[src/acrr_pkg.sv]
// Shared types and constants for the associative cache with round-robin eviction.
package acrr_pkg;

  localparam int KEY_W       = 48;
  localparam int VAL_W       = 16;
  localparam int REQ_W       = 2;
  localparam int ENTRIES_DEF = 64;

  localparam logic [REQ_W-1:0] REQ_LOOKUP = 2'd0;
  localparam logic [REQ_W-1:0] REQ_STORE  = 2'd1;
  localparam logic [REQ_W-1:0] REQ_INVAL  = 2'd2;
  localparam logic [REQ_W-1:0] REQ_CLEAR  = 2'd3;

  typedef struct packed {
    logic [REQ_W-1:0] req_type;
    logic [KEY_W-1:0] key;
    logic [VAL_W-1:0] value_in;
  } req_t;

  typedef struct packed {
    logic             found;
    logic [VAL_W-1:0] value_out;
  } rsp_t;

endpackage

[src/assoc_cache_round_robin_evict.sv]
// Fully associative key-to-value cache with round-robin eviction, top level.
//
// A request beat (in_req: operation, key, value) is taken at a rising edge where
// start is high and busy is low. Exactly one result beat follows on out_rsp,
// marked by out_valid for a single cycle; the receiver cannot stall it, so it
// must take every result in the cycle it appears.
// The table lives in one synchronous memory of ENTRIES words (key and value
// side by side) with a registered read. Lookup, store and invalidate scan the
// memory from entry 0 upwards, one word a cycle, with the next read issued
// while the previous word is compared. A store or invalidate writes the
// chosen entry back in the cycle of the compare. A request with key zero
// (other than clear) answers a miss from the idle state, without a scan, and
// leaves busy low. A clear-table request sweeps zeros through every entry,
// one a cycle, and then answers. The scan over the memory port holds the
// block to one request at a time: a new one is taken only when busy is low.
// Reset (rst_n low, synchronous) starts the same clearing pass: busy stays
// high until every entry is cleared, no result beat is given for it, and
// the victim pointer returns to entry 0.
module assoc_cache_round_robin_evict #(
  parameter int ENTRIES = acrr_pkg::ENTRIES_DEF
) (
  input  logic           clk,
  input  logic           rst_n,
  input  logic           start,
  output logic           busy,
  input  acrr_pkg::req_t in_req,
  output logic           out_valid,
  output acrr_pkg::rsp_t out_rsp
);

  localparam int AW     = (ENTRIES > 1) ? $clog2(ENTRIES) : 1;
  localparam int WORD_W = acrr_pkg::KEY_W + acrr_pkg::VAL_W;
  localparam logic [AW-1:0] LAST  = AW'(ENTRIES - 1);
  localparam logic [AW:0]   DEPTH = (AW+1)'(ENTRIES);

  localparam logic [1:0] ST_IDLE  = 2'd0;
  localparam logic [1:0] ST_SCAN  = 2'd1;
  localparam logic [1:0] ST_CLEAR = 2'd2;

  // Table memory: key in the upper bits, value in the lower.
  logic [WORD_W-1:0] mem [ENTRIES];
  logic [WORD_W-1:0] rd_data_r;
  logic              mem_we;
  logic [AW-1:0]     mem_wa;
  logic [WORD_W-1:0] mem_wd;
  logic              mem_re;
  logic [AW-1:0]     mem_ra;

  logic [1:0]     state_r, state_nxt;
  logic [AW:0]    iss_r, iss_nxt;
  logic [AW-1:0]  chk_r, chk_nxt;
  logic           chk_vld_r, chk_vld_nxt;
  logic [AW-1:0]  vp_r, vp_nxt;
  logic           clr_resp_r, clr_resp_nxt;
  acrr_pkg::req_t req_r, req_nxt;
  logic           out_valid_r, out_valid_nxt;
  acrr_pkg::rsp_t out_r, out_nxt;

  logic [acrr_pkg::KEY_W-1:0] target;
  logic [acrr_pkg::KEY_W-1:0] rd_key;
  logic [acrr_pkg::VAL_W-1:0] rd_val;

  always_ff @(posedge clk) begin
    if (mem_we) begin
      mem[mem_wa] <= mem_wd;
    end
    if (mem_re) begin
      rd_data_r <= mem[mem_ra];
    end
  end

  assign rd_key = rd_data_r[WORD_W-1:acrr_pkg::VAL_W];
  assign rd_val = rd_data_r[acrr_pkg::VAL_W-1:0];
  // A store hunts for the first empty entry, the others for the key itself.
  assign target = (req_r.req_type == acrr_pkg::REQ_STORE) ? '0 : req_r.key;

  always_comb begin
    state_nxt     = state_r;
    iss_nxt       = iss_r;
    chk_nxt       = chk_r;
    chk_vld_nxt   = 1'b0;
    vp_nxt        = vp_r;
    clr_resp_nxt  = clr_resp_r;
    req_nxt       = req_r;
    out_valid_nxt = 1'b0;
    out_nxt       = '0;
    mem_we        = 1'b0;
    mem_wa        = chk_r;
    mem_wd        = '0;
    mem_re        = 1'b0;
    mem_ra        = iss_r[AW-1:0];

    case (state_r)
      ST_IDLE: begin
        if (start) begin
          req_nxt = in_req;
          if (in_req.req_type == acrr_pkg::REQ_CLEAR) begin
            state_nxt    = ST_CLEAR;
            iss_nxt      = '0;
            clr_resp_nxt = 1'b1;
            vp_nxt       = '0;
          end else if (in_req.key == '0) begin
            out_valid_nxt = 1'b1;
          end else begin
            state_nxt = ST_SCAN;
            iss_nxt   = '0;
          end
        end
      end

      ST_SCAN: begin
        // Issue the next read while the previous word is being compared.
        if (iss_r < DEPTH) begin
          mem_re      = 1'b1;
          iss_nxt     = iss_r + 1'b1;
          chk_nxt     = iss_r[AW-1:0];
          chk_vld_nxt = 1'b1;
        end
        if (chk_vld_r) begin
          if (rd_key == target) begin
            state_nxt     = ST_IDLE;
            chk_vld_nxt   = 1'b0;
            out_valid_nxt = 1'b1;
            out_nxt.found = 1'b1;
            case (req_r.req_type)
              acrr_pkg::REQ_LOOKUP: begin
                out_nxt.value_out = rd_val;
              end
              acrr_pkg::REQ_STORE: begin
                mem_we = 1'b1;
                mem_wd = {req_r.key, req_r.value_in};
              end
              default: begin
                mem_we = 1'b1;
              end
            endcase
          end else if (chk_r == LAST) begin
            state_nxt     = ST_IDLE;
            chk_vld_nxt   = 1'b0;
            out_valid_nxt = 1'b1;
            if (req_r.req_type == acrr_pkg::REQ_STORE) begin
              // Table full: overwrite the victim and move the pointer on.
              mem_we = 1'b1;
              mem_wa = vp_r;
              mem_wd = {req_r.key, req_r.value_in};
              vp_nxt = (vp_r == LAST) ? '0 : vp_r + 1'b1;
            end
          end
        end
      end

      ST_CLEAR: begin
        mem_we = 1'b1;
        mem_wa = iss_r[AW-1:0];
        iss_nxt = iss_r + 1'b1;
        if (iss_r[AW-1:0] == LAST) begin
          state_nxt     = ST_IDLE;
          out_valid_nxt = clr_resp_r;
          clr_resp_nxt  = 1'b0;
        end
      end

      default: begin
        state_nxt = ST_IDLE;
      end
    endcase
  end

  always_ff @(posedge clk) begin
    if (!rst_n) begin
      state_r     <= ST_CLEAR;
      iss_r       <= '0;
      chk_vld_r   <= 1'b0;
      vp_r        <= '0;
      clr_resp_r  <= 1'b0;
      out_valid_r <= 1'b0;
    end else begin
      state_r     <= state_nxt;
      iss_r       <= iss_nxt;
      chk_vld_r   <= chk_vld_nxt;
      vp_r        <= vp_nxt;
      clr_resp_r  <= clr_resp_nxt;
      out_valid_r <= out_valid_nxt;
    end
  end

  always_ff @(posedge clk) begin
    chk_r <= chk_nxt;
    req_r <= req_nxt;
    out_r <= out_nxt;
  end

  assign busy      = (state_r != ST_IDLE);
  assign out_valid = out_valid_r;
  assign out_rsp   = out_r;

endmodule

[config.mk]
export PLATFORM = sky130hd
export DESIGN_NAME = assoc_cache_round_robin_evict
export DESIGN_NICKNAME = d
export VERILOG_FILES = /design/src/acrr_pkg.sv /design/src/assoc_cache_round_robin_evict.sv
export SDC_FILE = /design/constraint.sdc
export NUM_CORES = 2
export LEC_CHECK = 0
export BUFFER_PORTS_ARGS = -buffer_cell sky130_fd_sc_hd__buf_2
export CAP_MARGIN = 40
export CORE_ASPECT_RATIO = 0.5
export CORE_UTILIZATION = 50
export CTS_BUF_LIST = sky130_fd_sc_hd__clkbuf_4
export DETAILED_ROUTE_END_ITERATION = 7
export PLACE_DENSITY = 0.67
export SKIP_CTS_REPAIR_TIMING = 1
export SLEW_MARGIN = 20
export SYNTH_ARGS = -nofsm -noshare
export SYNTH_HDL_FRONTEND = slang
export SYNTH_SLANG_ARGS = --single-unit
[constraint.sdc]
create_clock -name clk -period 6.7 [get_ports clk]
set_clock_uncertainty 0.2 [all_clocks]
set_input_delay 1.34 -clock clk [delete_from_list [all_inputs] [get_ports clk]]
set_output_delay 1.34 -clock clk [all_outputs]
set_load 0.02 [all_outputs]
==> run summary <==
The count of cell types in the netlist is 65. The worst-case headroom to the max-slew limit is 11.0%. The worst slack at placement came out at 1.18 ns.

The number of design-rule violations left by the first detailed-router iteration is 10,900. For this run, the post-layout net count is 7,496. Of all nets on the critical path, the largest fanout is 37. The placeable core region is 322,000 µm². The time the worst path needs with I/O delays and setup is 5.66 ns. The number of inserted filler cells in the final layout came out at 22,800. Yosys instantiated no cell more often than edfxtp_1. The vertical extent of the die is 405 µm. The worst-skew pair later-pin latency came out at 1.50 ns. The initial standard-cell utilization of the core came out at 50.4%.

For this run, the leading register cell type out of synthesis is edfxtp_1. The number of buffers and inverters on the critical path is 1. The slew at the pin closest to its max-slew limit is 1.34 ns. The first global-routing pass estimated 592,000 µm of wire. Synthesis inferred 4,267 register bits.

The number of vias after detailed routing is 78,300. The net count after synthesis is 6,492. Of all cell types, the one taking the most synthesized area is edfxtp_1.

VDD sags by at most 0.000168 V. The count of buffers added on input and output ports is 87. After detailed routing, the total wire length is 421,000 µm.

Global routing used 25.6% of the available tracks across all layers. Once placement completed, the tool counted placed cells totaling 10,800. The die covers 327,000 µm².

The share of power burned in registers is 57.0%. The worst path arrival time is 6.56 ns. The worst setup slack after layout is 1.04 ns. In the synthesized netlist, the cells that appear most often are 4,232 x edfxtp_1, 1,344 x mux4_2, 215 x clkbuf_1.

The final hold slack is 0.0567 ns. The critical path required time is 7.60 ns. The top-area cell type share of the netlist area is 78.3%.

The areal power density over the cells is 279 nW/µm². During I/O placement, the number of pins put on the boundary was 88. The kind of cell adding the most delay to the critical path is simple AND/OR/NAND/NOR gates. The maximum number of buffers from clock root to sink came out at 4. The analysis attributes to cell leakage a power of 60.1 nW. The classification of the worst setup path is reg -> reg. After synthesis, the cell types taking the most area are edfxtp_1 78%, mux4_2 19%, clkbuf_1 0.50%.

The clock tree from TritonCTS is done. The net switching share of the total power came out at 21.8%. The post-detailed-route via-to-cell ratio is 6.29. The async set or reset register ratio after synthesis is 0%.

The area of the mapped netlist is 162,000 µm². The total number of yosys warnings is 0. The CTS root buffer is clkbuf_4.

The count of flip-flops with a built-in enable after synthesis is 4,232. The detail route stage leaves a number of antenna-violating nets equal to 0. The share of the clock period used by the worst path after layout came out at 84.4%. The number of maximum-capacitance constraint violations is 0.

In this design, the stage delay of the slowest critical-path cell is 0.82 ns. Setup repair after global routing left no endpoint under its margin. Sequential cells were found to cover 78.7% of the synthesized design area. The horizontal die dimension came out at 808 µm.

The total global routing overflow came out at 0. The wire length per cell came out at 33.9 µm. On the critical path, the stage with the largest delay is an instance of nor2_4. The fraction of layout cells with a size suffix above 1 came out at 40.2%. The number of instances in the synthesized netlist came out at 6,417. The switching component of the power is 11.2 mW. The mean area per synthesized cell came out at 25.3 µm². The number of clock sinks came out at 4,267.

The site row count is 147. The flow ran to the end, and the final reports show no timing, DRC or antenna violations. The number of hold-slack violations in the final timing report came out at 0. Traced cell by cell, the critical path runs through nand2b_4 > o21a_1 > o311ai_0 > nand4_1 > nor4_4 > nand2_4 > a22oi_2 > nand4_2 > nor2_4 > buf_12. After clock tree synthesis, the clock-pin slew on the worst setup and hold paths is 0.07 ns.

In the final timing run, aggregate negative setup slack is 0 ns. The element type at the critical path start is a flop. The number of buffers added by the clock tree synthesis step came out at 916. The worst setup path is captured at a flop.

The layout-stage area growth over the synthesis result came out at 12.8%. The internal power of the cells totals 39.9 mW. The path class of the tightest hold or removal check is in -> reg. The number of non-filler instances in the completed layout came out at 12,400. The number of antenna violations at the first check in global routing came out at 36.

The count of H-tree levels built during CTS came out at 6. The length of the first detailed-routing pass in iterations came out at 5. The number of global-route vias before repair came out at 80,000. The DRC violations left came out at 0.

The count of final setup violators is 0. Combinational logic is responsible for 4.2% of the overall power. Derived from the worst setup path, the maximum achievable clock frequency is 177 MHz. The final weighted congestion in routability-driven placement came out at 0.848. The HPWL after detailed placement is 226,000 µm.

The clock network burns 38.8% of the power. The largest net degree at the start of global routing came out at 146. The max-slew violation count is 0. The setup slack of the most critical reg-to-reg path is 1.04 ns.
-- metrics by stage --
| stage | cell area [µm²] | total power [mW] | utilization (%) |
|---|---|---|---|
| after floorplan | 162000 | 31.0 | - |
| final | 183000 | 51.1 | 56.9 |
| after detailed placement | 171000 | 31.8 | 53.1 |
| after CTS | 183000 | 51.4 | 56.7 |
| after global placement | 171000 | 31.8 | 53.0 |
| after global routing | 183000 | 52.7 | 56.9 |
-- power by group through the flow --
stage	clock, mW	sequential (mW)	combinational (mW)
2_1_floorplan	0	29.7	1.38
3_3_place_gp	0	29.7	2.13
3_5_place_dp	0	29.7	2.16
4_1_cts	20.1	29.1	2.17
5_1_grt	21.4	29.1	2.25
6_report	19.8	29.1	2.17
-- sequential cells by signal, summed over array words and instances, names as in the netlist --
name,count
mem,4096
chk_vld_r,1
rd_data_r,64
state_r,2
out_valid,1
clr_resp_r,1
iss_r,7
chk_r,6
req_r,66
vp_r,6
out_rsp,17
-- worst paths after layout --
| check | from | endpoint | cells after the start |
|---|---|---|---|
| min reg2reg | rd_data_r[11] | out_rsp[11] | 1 |
| max reg2reg | req_r[65] | mem[28][29] | 10 |
| max | req_r[65] | mem[28][29] | 10 |
| min | rst_n | state_r[1] | 2 |
-- cell usage in the layout (no fill, tap or decap), drive strengths merged, types with 3 or more instances in the layout --
cell / instances
a21oi: 8
nor2: 88
xnor2: 26
bufinv: 11
and2: 65
nor4: 15
and3: 18
o311ai: 24
clkbuf: 1413
edfxtp: 4232
clkinvlp: 5
a22oi: 3
a32oi: 3
nand3: 21
ha: 6
a311oi: 3
inv: 30
o21a: 27
mux4: 1344
a21o: 3
xor2: 3
clkinv: 147
o211ai: 3
diode: 16
dlygate4sd3: 56
nand2b: 3
o21ai: 7
nand4: 61
a31oi: 3
nor2b: 17
dfxtp: 35
buf: 353
o22ai: 3
nand2: 36
-- cells by family after synthesis --
family / share of synthesized area, %
compound gates: 0.502
xor+xnor: 0.156
fa+ha+maj: 0.0462
buf+inv: 0.821
flops: 78.7
mux: 18.7
simple gates: 1.14
-- worst register-to-register path, stage by stage (launching register included) --
cell	delay (ns)
edfxtp_1	0.44
nand2b_4	0.41
o21a_1	0.24
o311ai_0	0.77
nand4_1	0.43
nor4_4	0.52
nand2_4	0.19
a22oi_2	0.36
nand4_2	0.58
nor2_4	0.82
buf_12	0.30
-- area by class of cell --
class / count / area (µm²) / share of cell area [%]
multi-input combinational: 1815 / 33800 / 18.4
sequential: 4267 / 128000 / 69.8
clock buffer: 1413 / 10600 / 5.79
inverter: 11 / 41.3 / 0.0225
tap: 4321 / 5410 / 2.95
clock inverter: 182 / 1060 / 0.577
antenna: 16 / 40.0 / 0.0219
timing repair buffer: 410 / 4450 / 2.43
-- per-layer routing --
| metal | GRT usage (%) | routed length (µm) | vias to the layer above |
|---|---|---|---|
| met5 | 0 | 192 | - |
| met4 | 10.7 | 16800 | 28 |
| met3 | 5.47 | 42500 | 706 |
| met2 | 40.3 | 202000 | 4868 |
| met1 | 35.5 | 160000 | 41900 |
| li1 | - | - | 30800 |
No activity file was read; power rests on OpenSTA's default activity.
